**config.mk**
```make
export PLATFORM = sky130hd
export DESIGN_NAME = auto_headlight_mode_controller
export DESIGN_NICKNAME = d
export VERILOG_FILES = /design/src/hdl/ahmc_pkg.sv /design/src/hdl/auto_headlight_mode_controller.sv /design/src/hdl/ahmc_cfg.sv /design/src/hdl/ahmc_ctrl.sv /design/src/hdl/ahmc_outbuf.sv
export SDC_FILE = /design/constraint.sdc
export NUM_CORES = 1
export LEC_CHECK = 0
export ABC_CLOCK_PERIOD_IN_PS = 4900
export BUFFER_PORTS_ARGS = -buffer_cell sky130_fd_sc_hd__buf_4
export CAP_MARGIN = 20
export CORE_ASPECT_RATIO = 0.75
export CORE_UTILIZATION = 55
export DETAILED_ROUTE_END_ITERATION = 12
export GPL_ROUTABILITY_DRIVEN = 0
export PLACE_DENSITY = 0.75
export REMOVE_ABC_BUFFERS = 1
export SLEW_MARGIN = 30
export SYNTH_ARGS = -nofsm -noshare
export SYNTH_HDL_FRONTEND = slang
export SYNTH_SLANG_ARGS = --single-unit
export TNS_END_PERCENT = 20
```
**constraint.sdc**
```tcl
create_clock -name clk_i -period 4.9 [get_ports clk_i]
set_clock_uncertainty 0.1 [all_clocks]
set_input_delay 0.98 -clock clk_i [delete_from_list [all_inputs] [get_ports clk_i]]
set_output_delay 0.98 -clock clk_i [all_outputs]
set_load 0.05 [all_outputs]
```
**src/hdl/ahmc_pkg.sv**
```systemverilog
// Shared types, codes and reset constants for the headlight mode controller.
`default_nettype none

package ahmc_pkg;

  localparam int unsigned TimerBitsDef = 16;
  localparam int unsigned ThrW         = 16;
  localparam int unsigned LuxW         = 16;
  localparam int unsigned CfgAddrW     = 3;
  localparam int unsigned CfgDataW     = 16;
  localparam int unsigned InDataW      = 24;
  localparam int unsigned OutDataW     = 8;

  localparam logic [ThrW-1:0] OnThrRst   = 16'd60;
  localparam logic [ThrW-1:0] OffThrRst  = 16'd70;
  localparam logic [ThrW-1:0] OffDlyRst  = 16'd300;
  localparam logic [ThrW-1:0] OnDlyRst   = 16'd200;
  localparam logic            DarkLitRst = 1'b0;

  typedef enum logic [1:0] {
    SW_OFF  = 2'd0,
    SW_ON   = 2'd1,
    SW_AUTO = 2'd2,
    SW_ANY  = 2'd3
  } switch_e;

  typedef enum logic [1:0] {
    MODE_OFF  = 2'd0,
    MODE_ON   = 2'd1,
    MODE_AUTO = 2'd2
  } mode_e;

  typedef enum logic [2:0] {
    PH_NONE   = 3'd0,
    PH_ENTER  = 3'd1,
    PH_OFF    = 3'd2,
    PH_LIT    = 3'd3,
    PH_TO_OFF = 3'd4,
    PH_TO_ON  = 3'd5
  } phase_e;

  typedef enum logic [CfgAddrW-1:0] {
    CFG_ON_THR   = 3'd0,
    CFG_OFF_THR  = 3'd1,
    CFG_OFF_DLY  = 3'd2,
    CFG_ON_DLY   = 3'd3,
    CFG_DARK_LIT = 3'd4
  } cfg_idx_e;

  typedef struct packed {
    logic [ThrW-1:0] on_thr;
    logic [ThrW-1:0] off_thr;
    logic [ThrW-1:0] off_dly;
    logic [ThrW-1:0] on_dly;
    logic            dark_lit;
  } cfg_t;

  // headlight in the lowest bit
  typedef struct packed {
    logic [2:0] phase;
    logic [1:0] mode;
    logic       headlight;
  } result_t;

  localparam int unsigned ResW = $bits(result_t);

  typedef struct packed {
    logic full;
    logic empty;
  } buf_status_t;

endpackage

`default_nettype wire

```
**src/hdl/auto_headlight_mode_controller.sv**
```systemverilog
// Automatic headlight mode controller: switch/light samples in, drive and mode out.
//
// Input stream (s_axis): one transfer per control tick, carrying the switch
// position and the ambient light reading. Each accepted transfer produces
// exactly one output transfer (m_axis) with the headlight drive, the mode and
// the auto phase after that tick's update.
// The result is written into the result buffer on the input transfer.
// Throughput: one tick per cycle while the buffer has room; the state update is
// a single pass of compares and a saturating counter between the state registers.
// A two-entry result buffer lets the next tick be taken while a result still
// waits; s_axis_tready drops only when both entries are held by a stalled
// receiver, and rises again as soon as one result is taken.
// Config port: cfg_we_i writes cfg_wdata_i to register cfg_addr_i
// (0 on threshold, 1 off threshold, 2 off delay, 3 on delay, 4 dark
// entry lit). Write only while no tick is outstanding.
// Reset (rst_ni low, async): registers take their default values, the
// controller returns to its not-started state and the buffer empties.
// The first tick after reset only enters off mode.
`default_nettype none

module auto_headlight_mode_controller #(
  parameter int unsigned TimerBits = ahmc_pkg::TimerBitsDef
) (
  input  wire logic                              clk_i,
  input  wire logic                              rst_ni,
  input  wire logic                              s_axis_tvalid,
  output      logic                              s_axis_tready,
  // [1:0] switch_pos, [17:2] intensity, [23:18] zero
  input  wire logic [ahmc_pkg::InDataW-1:0]      s_axis_tdata,
  output      logic                              m_axis_tvalid,
  input  wire logic                              m_axis_tready,
  // [0] headlight, [2:1] mode_now, [5:3] phase_now, [7:6] zero
  output      logic [ahmc_pkg::OutDataW-1:0]     m_axis_tdata,
  input  wire logic                              cfg_we_i,
  input  wire logic [ahmc_pkg::CfgAddrW-1:0]     cfg_addr_i,
  input  wire logic [ahmc_pkg::CfgDataW-1:0]     cfg_wdata_i
);

  ahmc_pkg::cfg_t        cfg;
  ahmc_pkg::result_t     result;
  ahmc_pkg::result_t     head;
  ahmc_pkg::buf_status_t buf_status;
  logic                  in_xfer;
  logic                  out_xfer;

  assign s_axis_tready = !buf_status.full;
  assign in_xfer       = s_axis_tvalid && s_axis_tready;
  assign m_axis_tvalid = !buf_status.empty;
  assign out_xfer      = m_axis_tvalid && m_axis_tready;

  ahmc_cfg u_cfg (
    .clk_i       (clk_i),
    .rst_ni      (rst_ni),
    .cfg_we_i    (cfg_we_i),
    .cfg_addr_i  (cfg_addr_i),
    .cfg_wdata_i (cfg_wdata_i),
    .cfg_o       (cfg)
  );

  ahmc_ctrl #(
    .TimerBits (TimerBits)
  ) u_ctrl (
    .clk_i        (clk_i),
    .rst_ni       (rst_ni),
    .step_i       (in_xfer),
    .switch_pos_i (s_axis_tdata[1:0]),
    .intensity_i  (s_axis_tdata[17:2]),
    .cfg_i        (cfg),
    .result_o     (result)
  );

  ahmc_outbuf u_outbuf (
    .clk_i       (clk_i),
    .rst_ni      (rst_ni),
    .push_i      (in_xfer),
    .push_data_i (result),
    .pop_i       (out_xfer),
    .head_o      (head),
    .status_o    (buf_status)
  );

  assign m_axis_tdata = {{(ahmc_pkg::OutDataW - ahmc_pkg::ResW){1'b0}}, head};

  a_xfer_gives_result: assert property (@(posedge clk_i) disable iff (!rst_ni)
    in_xfer |=> m_axis_tvalid)
    else $error("input transfer not followed by a pending result");

  a_phase_only_in_auto: assert property (@(posedge clk_i) disable iff (!rst_ni)
    (m_axis_tvalid && head.mode != ahmc_pkg::MODE_AUTO) |-> head.phase == ahmc_pkg::PH_NONE)
    else $error("auto phase active outside auto mode");

  a_mode_legal: assert property (@(posedge clk_i) disable iff (!rst_ni)
    m_axis_tvalid |-> ((head.mode == ahmc_pkg::MODE_OFF || head.mode == ahmc_pkg::MODE_ON ||
                        head.mode == ahmc_pkg::MODE_AUTO) && head.phase <= ahmc_pkg::PH_TO_ON))
    else $error("illegal mode or phase code in result");

endmodule

`default_nettype wire

```
**src/hdl/ahmc_cfg.sv**
```systemverilog
// Configuration register file: thresholds, hold delays and dark entry select.
`default_nettype none

module ahmc_cfg (
  input  wire logic                             clk_i,
  input  wire logic                             rst_ni,
  input  wire logic                             cfg_we_i,
  input  wire logic [ahmc_pkg::CfgAddrW-1:0]    cfg_addr_i,
  input  wire logic [ahmc_pkg::CfgDataW-1:0]    cfg_wdata_i,
  output ahmc_pkg::cfg_t                        cfg_o
);

  ahmc_pkg::cfg_t cfg_q;
  ahmc_pkg::cfg_t cfg_d;

  always_comb begin
    cfg_d = cfg_q;
    if (cfg_we_i) begin
      unique case (ahmc_pkg::cfg_idx_e'(cfg_addr_i))
        ahmc_pkg::CFG_ON_THR:   cfg_d.on_thr   = cfg_wdata_i;
        ahmc_pkg::CFG_OFF_THR:  cfg_d.off_thr  = cfg_wdata_i;
        ahmc_pkg::CFG_OFF_DLY:  cfg_d.off_dly  = cfg_wdata_i;
        ahmc_pkg::CFG_ON_DLY:   cfg_d.on_dly   = cfg_wdata_i;
        ahmc_pkg::CFG_DARK_LIT: cfg_d.dark_lit = cfg_wdata_i[0];
        default: ;
      endcase
    end
  end

  always_ff @(posedge clk_i or negedge rst_ni) begin
    if (!rst_ni) begin
      cfg_q.on_thr   <= ahmc_pkg::OnThrRst;
      cfg_q.off_thr  <= ahmc_pkg::OffThrRst;
      cfg_q.off_dly  <= ahmc_pkg::OffDlyRst;
      cfg_q.on_dly   <= ahmc_pkg::OnDlyRst;
      cfg_q.dark_lit <= ahmc_pkg::DarkLitRst;
    end else begin
      cfg_q <= cfg_d;
    end
  end

  assign cfg_o = cfg_q;

endmodule

`default_nettype wire

```
**src/hdl/ahmc_ctrl.sv**
```systemverilog
// Mode, auto phase, hold timer and drive state with their per-tick update.
`default_nettype none

module ahmc_ctrl #(
  parameter int unsigned TimerBits = ahmc_pkg::TimerBitsDef
) (
  input  wire logic                          clk_i,
  input  wire logic                          rst_ni,
  input  wire logic                          step_i,
  input  wire logic [1:0]                    switch_pos_i,
  input  wire logic [ahmc_pkg::LuxW-1:0]     intensity_i,
  input  wire ahmc_pkg::cfg_t                cfg_i,
  output ahmc_pkg::result_t                  result_o
);

  localparam int unsigned CmpW = (TimerBits > ahmc_pkg::ThrW) ? TimerBits : ahmc_pkg::ThrW;
  localparam logic [TimerBits-1:0] TimerMax = '1;

  logic                  started_q, started_d;
  ahmc_pkg::mode_e       mode_q, mode_d;
  ahmc_pkg::phase_e      phase_q, phase_d;
  logic [TimerBits-1:0]  timer_q, timer_d;
  logic                  light_q, light_d;

  logic                  lux_above_off;
  logic                  lux_below_on;
  logic                  off_hold_done;
  logic                  on_hold_done;
  logic [TimerBits-1:0]  timer_inc;
  ahmc_pkg::switch_e     sw;

  assign sw            = ahmc_pkg::switch_e'(switch_pos_i);
  assign lux_above_off = intensity_i > cfg_i.off_thr;
  assign lux_below_on  = intensity_i < cfg_i.on_thr;
  assign off_hold_done = CmpW'(timer_q) >= CmpW'(cfg_i.off_dly);
  assign on_hold_done  = CmpW'(timer_q) >= CmpW'(cfg_i.on_dly);
  assign timer_inc     = (timer_q == TimerMax) ? timer_q : timer_q + 1'b1;

  always_comb begin
    started_d = started_q;
    mode_d    = mode_q;
    phase_d   = phase_q;
    timer_d   = timer_q;
    light_d   = light_q;
    if (!started_q) begin
      started_d = 1'b1;
      mode_d    = ahmc_pkg::MODE_OFF;
    end else begin
      unique case (mode_q)
        ahmc_pkg::MODE_AUTO: begin
          if (sw == ahmc_pkg::SW_ON) begin
            phase_d = ahmc_pkg::PH_NONE;
            mode_d  = ahmc_pkg::MODE_ON;
          end else if (sw == ahmc_pkg::SW_OFF) begin
            phase_d = ahmc_pkg::PH_NONE;
            mode_d  = ahmc_pkg::MODE_OFF;
          end else begin
            case (phase_q)
              ahmc_pkg::PH_ENTER: begin
                phase_d = (!lux_above_off && cfg_i.dark_lit) ? ahmc_pkg::PH_LIT
                                                             : ahmc_pkg::PH_OFF;
              end
              ahmc_pkg::PH_OFF: begin
                if (lux_below_on) begin
                  phase_d = ahmc_pkg::PH_TO_ON;
                end else begin
                  light_d = 1'b0;
                  timer_d = '0;
                end
              end
              ahmc_pkg::PH_LIT: begin
                if (lux_above_off) begin
                  phase_d = ahmc_pkg::PH_TO_OFF;
                end else begin
                  light_d = 1'b1;
                  timer_d = '0;
                end
              end
              ahmc_pkg::PH_TO_OFF: begin
                if (!lux_above_off) begin
                  phase_d = ahmc_pkg::PH_LIT;
                end else if (off_hold_done) begin
                  phase_d = ahmc_pkg::PH_OFF;
                end else begin
                  timer_d = timer_inc;
                end
              end
              default: begin
                if (!lux_below_on) begin
                  phase_d = ahmc_pkg::PH_OFF;
                end else if (on_hold_done) begin
                  phase_d = ahmc_pkg::PH_LIT;
                end else begin
                  timer_d = timer_inc;
                  phase_d = ahmc_pkg::PH_TO_ON;
                end
              end
            endcase
          end
        end
        ahmc_pkg::MODE_OFF: begin
          if (sw == ahmc_pkg::SW_AUTO) begin
            mode_d  = ahmc_pkg::MODE_AUTO;
            phase_d = ahmc_pkg::PH_ENTER;
          end else if (sw == ahmc_pkg::SW_ON) begin
            mode_d = ahmc_pkg::MODE_ON;
          end else begin
            light_d = 1'b0;
          end
        end
        default: begin
          if (sw == ahmc_pkg::SW_OFF) begin
            mode_d = ahmc_pkg::MODE_OFF;
          end else if (sw == ahmc_pkg::SW_AUTO) begin
            mode_d  = ahmc_pkg::MODE_AUTO;
            phase_d = ahmc_pkg::PH_ENTER;
          end else begin
            light_d = 1'b1;
            mode_d  = ahmc_pkg::MODE_ON;
          end
        end
      endcase
    end
  end

  always_ff @(posedge clk_i or negedge rst_ni) begin
    if (!rst_ni) begin
      started_q <= 1'b0;
      mode_q    <= ahmc_pkg::MODE_OFF;
      phase_q   <= ahmc_pkg::PH_NONE;
      timer_q   <= '0;
      light_q   <= 1'b0;
    end else if (step_i) begin
      started_q <= started_d;
      mode_q    <= mode_d;
      phase_q   <= phase_d;
      timer_q   <= timer_d;
      light_q   <= light_d;
    end
  end

  // result carries the state after this tick's update
  assign result_o.headlight = light_d;
  assign result_o.mode      = mode_d;
  assign result_o.phase     = phase_d;

endmodule

`default_nettype wire

```
**src/hdl/ahmc_outbuf.sv**
```systemverilog
// Two-entry result buffer between the state update and the output stream.
`default_nettype none

module ahmc_outbuf (
  input  wire logic              clk_i,
  input  wire logic              rst_ni,
  input  wire logic              push_i,
  input  wire ahmc_pkg::result_t push_data_i,
  input  wire logic              pop_i,
  output ahmc_pkg::result_t      head_o,
  output ahmc_pkg::buf_status_t  status_o
);

  ahmc_pkg::result_t mem_q [2];
  logic              wr_ptr_q, rd_ptr_q;
  logic [1:0]        cnt_q;

  always_ff @(posedge clk_i) begin
    if (push_i) begin
      mem_q[wr_ptr_q] <= push_data_i;
    end
  end

  always_ff @(posedge clk_i or negedge rst_ni) begin
    if (!rst_ni) begin
      wr_ptr_q <= 1'b0;
      rd_ptr_q <= 1'b0;
      cnt_q    <= 2'd0;
    end else begin
      if (push_i) begin
        wr_ptr_q <= ~wr_ptr_q;
      end
      if (pop_i) begin
        rd_ptr_q <= ~rd_ptr_q;
      end
      if (push_i && !pop_i) begin
        cnt_q <= cnt_q + 2'd1;
      end else if (pop_i && !push_i) begin
        cnt_q <= cnt_q - 2'd1;
      end
    end
  end

  assign head_o         = mem_q[rd_ptr_q];
  assign status_o.full  = cnt_q[1];
  assign status_o.empty = (cnt_q == 2'd0);

endmodule

`default_nettype wire

```
[Word level (Yosys, flattened, before mapping)]
Memories as Yosys holds them, arrays and structs flattened.
Index checks and enable logic that the tools add are counted.
Storage, ports and cells
  RAM bits: 12
  bits in registers: 92
  logic and storage cells: 110
  memories: 1
  output and inout port bits: 10
  bits of input ports: 48
Memories
  u_outbuf.mem_q: words 2, width 6, rd ports 1, clocked after Yosys merged registers in 0, wr ports 1, line ahmc_outbuf.sv:14  | ahmc_pkg::result_t mem_q [2];
Operators by class
  reductions and logical operators: 22
  $lt $le $gt $ge: 4
  multiplexer cells: 45
  add/subtract/negate cells: 3
  bitwise logic cells: 5
  equal/unequal tests: 17
Operators by type and width (number)
  16-bit 2-to-1 mux: 7
  16-bit case mux with 4 select lines: 1
  3-bit 2-to-1 mux: 11
  16-bit greater-or-equal comparator: 2
  2-bit 2-to-1 mux: 9
  16-bit by 1-bit adder with 16-bit output (second input constant): 1
  16-bit == test (second input constant): 1
  16-bit > comparator: 1
  16-bit less-than comparator: 1
  3-bit by 2-bit == test with 1-bit output (second input constant): 4
  1-bit 2-to-1 mux: 12
  3-bit case mux with 4 select lines: 1
  12-bit AND reduction: 1
  2-bit AND reduction: 5
  3-bit by 1-bit == test with 1-bit output (second input constant): 2
  3-bit == test (second input constant): 2
  2-bit logical NOT: 3
  2-bit inequality test (second input constant): 3
  3-bit case mux with 2 select lines: 1
  1-bit logical AND: 5
  1-bit logical NOT: 5
  1-bit NOT: 5
  2-bit == test (second input constant): 2
  4-bit inequality test (second input constant): 1
  other kinds (9): 10

[Logic depth before layout (Yosys ltp)]
  depth in word-level cells: 9
  depth in mapped cells: 13
  mapped depth without buffers: 11

[Hierarchy]
A second synthesis with hierarchy kept.
Unflattened totals
  cells, all modules: 594
  area, all modules: 6387.4 um^2
By module, submodules not included
  ahmc_ctrl: cells each 411, sequential area each 575.6 um^2, area each 3200.6 um^2, times used 1
  ahmc_cfg: cells each 141, sequential area each 1644.1 um^2, area each 2521.2 um^2, times used 1
  ahmc_outbuf: cells each 35, sequential area each 460.4 um^2, area each 626.9 um^2, times used 1
  auto_headlight_mode_controller: cells each 7, sequential area each 0.0 um^2, area each 38.8 um^2, times used 1

[Worst setup path after synthesis]
OpenSTA, ideal clock, no wires.
  path type: input -> register
  from: input s_axis_tdata[13] (netlist name)
  to: register u_ctrl.timer_q[6]
  setup time: 0.076 ns
  buffers on the path: 1
  stages on the path: 11
  arrival: 3.243 ns
  required time: 4.724 ns
  slack: 1.481 ns
  cell sequence: ha_1 > and3_1 > a221o_1 > a221oi_2 > o211ai_1 > a21oi_1 > or3_4 > nand4b_4 > buf_6 > or4_1 > o21ai_1
Between the ends
  cells in the longest elaborated chain, start to end: 3
  elaborated cells on any way between the ends: 7
  those cells by class: order compare: 2; eq/ne: 3; reduce/logical: 2
Ends and longest elaborated chain
  start, declared: line auto_headlight_mode_controller.sv:29  | input wire logic [ahmc_pkg::InDataW-1:0] s_axis_tdata,
  16-bit > comparator or 16-bit less-than comparator (tied branches): line ahmc_ctrl.sv:33, ahmc_ctrl.sv:34
  2-bit by 1-bit inequality test with 1-bit output (no line) (tied with other cells)
  12-bit AND reduction (no line) *
  end signal, assigned: line ahmc_ctrl.sv:137  | timer_q <= timer_d;
  end, declared: line ahmc_ctrl.sv:22  | logic [TimerBits-1:0] timer_q, timer_d;
Mark *: on every way between the ends. The rest lies on a longest branch, timed or not.
A chain may end at the register's enable or synchronous reset.

[Worst setup path after layout]
  from: input s_axis_tdata[16] (netlist name)
  to: register u_ctrl.timer_q[15]
The elaborated chain is that of the path after synthesis.

==> impl_metrics.py <==
metrics = {
    "worst_hold_path": {
        "hp-class": "reg -> reg",
    },
    "drt": {
        "drtIter0Drc": 316,
        "antenna_left": 0,
        "vias": 4698,
        "drt_first_pass_iters": 5,
        "post_drt_via_cell_ratio": 5.79,
        "drc": 0,
        "detail_route.wl_per_cell_um": 16.5,
        "totalWireLength_um": 13400,
    },
    "synthesis": {
        "ys_seq_elements": 104,
        "netlist_area_sq_mm": 0.00603,
        "synth-async-reset-ratio": 0.885,
        "yosysTopAreaCell": "dfrtp_1",
        "yosysWarnings": 0,
        "syn_area_per_cell_sq_um": 9.70,
        "post_synth_inst_count": 622,
        "synthFlopType": "dfrtp_1",
        "synth_top_area_share": 0.324,
        "synth_edf_count": 12,
        "synth_area_leaders": "dfrtp_1 32%, ha_1 13%, dfstp_2 6.1%",
        "yosysSeqAreaShare": 0.444,
        "synth.distinct_cells": 61,
    },
    "clock_tree": {
        "cts_sinks": 104,
        "clock_path_buffers": 2,
        "numCtsBuffers": 9,
        "cts_tree": "built",
        "clkLatencyLatePin_ns": 0.35,
        "ctsHoldBuffers": 0,
        "cts_resized": 0,
        "clk_pin_slew_ns": 0.07,
        "clock-root-buffer": "clkbuf_16",
        "h-tree-depth": 3,
        "cts_setup_buffers": 0,
    },
    "global_routing": {
        "grt_max_degree": 74,
        "top_usage_layer": "met2",
        "overflow": 0,
        "grt_use_total": 0.260,
        "grt_pass1_wl_um": 22700,
        "grtUsageMet3": 0.0616,
        "use_met1": 0.355,
        "first_global_vias": 4710,
        "antenna_found_initial": 0,
        "use_met2": 0.419,
    },
    "floorplan": {
        "io_pins": 58,
        "die_h_um": 92.7,
        "design.die.area_sq_mm": 0.0114,
        "core-area_sq_mm": 0.0105,
        "initial_core_util": 0.575,
        "rows": 32,
        "fp.dieW_um": 123,
    },
    "timing": {
        "fin_setup_tns_ns": 0,
        "maxSlewHeadroom": 0.408,
        "min_period_ns": 3.96,
        "worst_pin_slew_ns": 0.886,
        "setup_viol": 0,
        "report.final.slew_viol_count": 0,
        "fmax_ghz": 0.253,
        "period_share": 0.807,
        "hold_violations": 0,
        "rsz0062_at_grt": "no",
    },
    "worst_setup_path": {
        "path_class": "in -> reg",
        "critPathMaxStageDelay_ns": 0.53,
        "crit_arrival_ns": 4.08,
        "critPathCaptureType": "flop",
        "crit_fanout": 25,
        "start_kind": "input port",
        "required_ns": 5.03,
        "crit_path_top_delay_cell": "or4_1",
        "crit_chain": "buf_4, ha_1, nand4_1, nor4_1, a21boi_1, o31a_1, a22oi_1, nand2_1, nand4b_4, or4_1, mux2i_1",
    },
    "placed_design": {
        "portBuffers": 49,
        "dpl.cell_count": 795,
        "dpl_cell_area_sq_mm": 0.00652,
        "hpwlAfterDp_um": 9950,
    },
    "final_layout": {
        "fin_cells": 811,
        "design_area_sq_mm": 0.00678,
        "drive_above_1_share": 0.175,
        "syn_to_final_growth_pct": 12.5,
        "antenna_cells": 0,
        "nNetsFinal": 783,
        "fin_util": 0.647,
    },
    "outcome": {
        "status": "completed",
    },
    "power": {
        "vdd_drop_max_uv": 230,
        "finalPower_mw": 2.89,
        "leakage_nw": 3.21,
        "power_density_mw_per_mm2": 426,
    },
    "flow_run": {
        "max_cap_viol_count": 0,
    },
}
[cells in the final DEF, fill, tap and decap left out, drive strengths merged, types with 4 or more instances in the layout]
| master | n |
|---|---|
| clkinv | 5 |
| nor4 | 4 |
| mux2 | 27 |
| or4 | 6 |
| a21oi | 19 |
| a21o | 9 |
| mux2i | 5 |
| nor2 | 20 |
| o31ai | 6 |
| dfstp | 14 |
| edfxtp | 12 |
| dfrtp | 78 |
| a31oi | 5 |
| ha | 65 |
| xnor2 | 4 |
| a211oi | 6 |
| nand2b | 10 |
| inv | 75 |
| o211ai | 4 |
| nand3 | 14 |
| clkbuf | 10 |
| o21ai | 69 |
| and3 | 4 |
| buf | 53 |
| nand2 | 92 |
| or3 | 5 |
| nand4 | 8 |
[routing by layer]
metal	up-vias	wire length [um]
met3	25	763
met5	-	0
li1	2277	-
met4	0	170
met2	164	6250
met1	2232	6200
[sequential cells by signal, summed over array words and instances (netlist names)]
name               flops
u_cfg.cfg_o           65
u_ctrl.light_q         1
u_ctrl.mode_q          2
u_ctrl.phase_q         3
u_ctrl.started_q       1
u_ctrl.timer_q        16
u_outbuf.cnt_q         2
u_outbuf.mem_q        12
u_outbuf.rd_ptr_q      1
u_outbuf.wr_ptr_q      1
[power breakdown]
part           total (mW)  leakage (nW)  internal (mW)  switching [mW]
Sequential           1.21          1.22           1.09           0.116
Combinational        1.02          1.85          0.402           0.621
Clock               0.660         0.136          0.343           0.318
[through the flow]
| stage | hold WS [ns] | worst slack [ns] |
|---|---|---|
| detailed placement | 0.380 | 0.702 |
| global route | 0.416 | 0.738 |
| global placement | 0.371 | 0.743 |
| finish | 0.391 | 0.945 |
| CTS | 0.394 | 1.05 |
| floorplan | 0.356 | 1.33 |
[logic make-up (layout without fill, tap and decap cells)]
| kind of cell | Yosys count | after routing | synth area share |
|---|---|---|---|
| mux | 32 | 32 | 0.0587 |
| buf+inv | 91 | 143 | 0.0604 |
| compound gates | 146 | 146 | 0.152 |
| simple gates | 177 | 177 | 0.140 |
| xor+xnor | 6 | 6 | 0.00871 |
| fa+ha+maj | 65 | 65 | 0.135 |
| other cells | 1 | 2 | 0.000622 |
| flops | 104 | 104 | 0.444 |
[cells in the mapped netlist, types with 9 or more instances]
cell,count
nand2_1,92
dfrtp_1,78
inv_1,73
ha_1,65
o21ai_0,60
mux2_2,27
nor2_1,20
a21oi_1,19
dfstp_2,14
nand3_1,14
clkbuf_1,13
edfxtp_1,12
nand2b_1,10
a21o_1,9
[worst paths after layout]
kind	cells past startpoint	endpoint	from	slack (ns)
min in group asynchronous	1	u_cfg.cfg_o[46]	rst_ni	0.55
worst min register to register	1	u_outbuf.wr_ptr_q	u_outbuf.wr_ptr_q	0.39
worst max register to register	11	u_ctrl.timer_q[15]	u_ctrl.timer_q[0]	1.25
worst min-delay path	1	u_outbuf.wr_ptr_q	u_outbuf.wr_ptr_q	0.39
max in group asynchronous	2	u_cfg.cfg_o[25]	rst_ni	3.32
worst max-delay path	11	u_ctrl.timer_q[15]	s_axis_tdata[16]	0.94
[final cells by class]
class	count	area, sq um
Tap cell	136	170
Clock buffer	10	229
Sequential cell	104	2680
Fill cell	846	3710
Inverter	74	278
Clock inverter	6	35.0
Multi-Input combinational cell	428	2990
Timing Repair Buffer	53	402
[worst max-delay path, delay by kind of cell]
| kind | cells | cell delay, ns |
|---|---|---|
| compound gates | 3 | 0.78 |
| fa+ha+maj | 1 | 0.31 |
| buf+inv | 1 | 0.12 |
| mux | 1 | 0.13 |
| simple gates | 5 | 1.75 |
(Power assumes the default switching activity.)
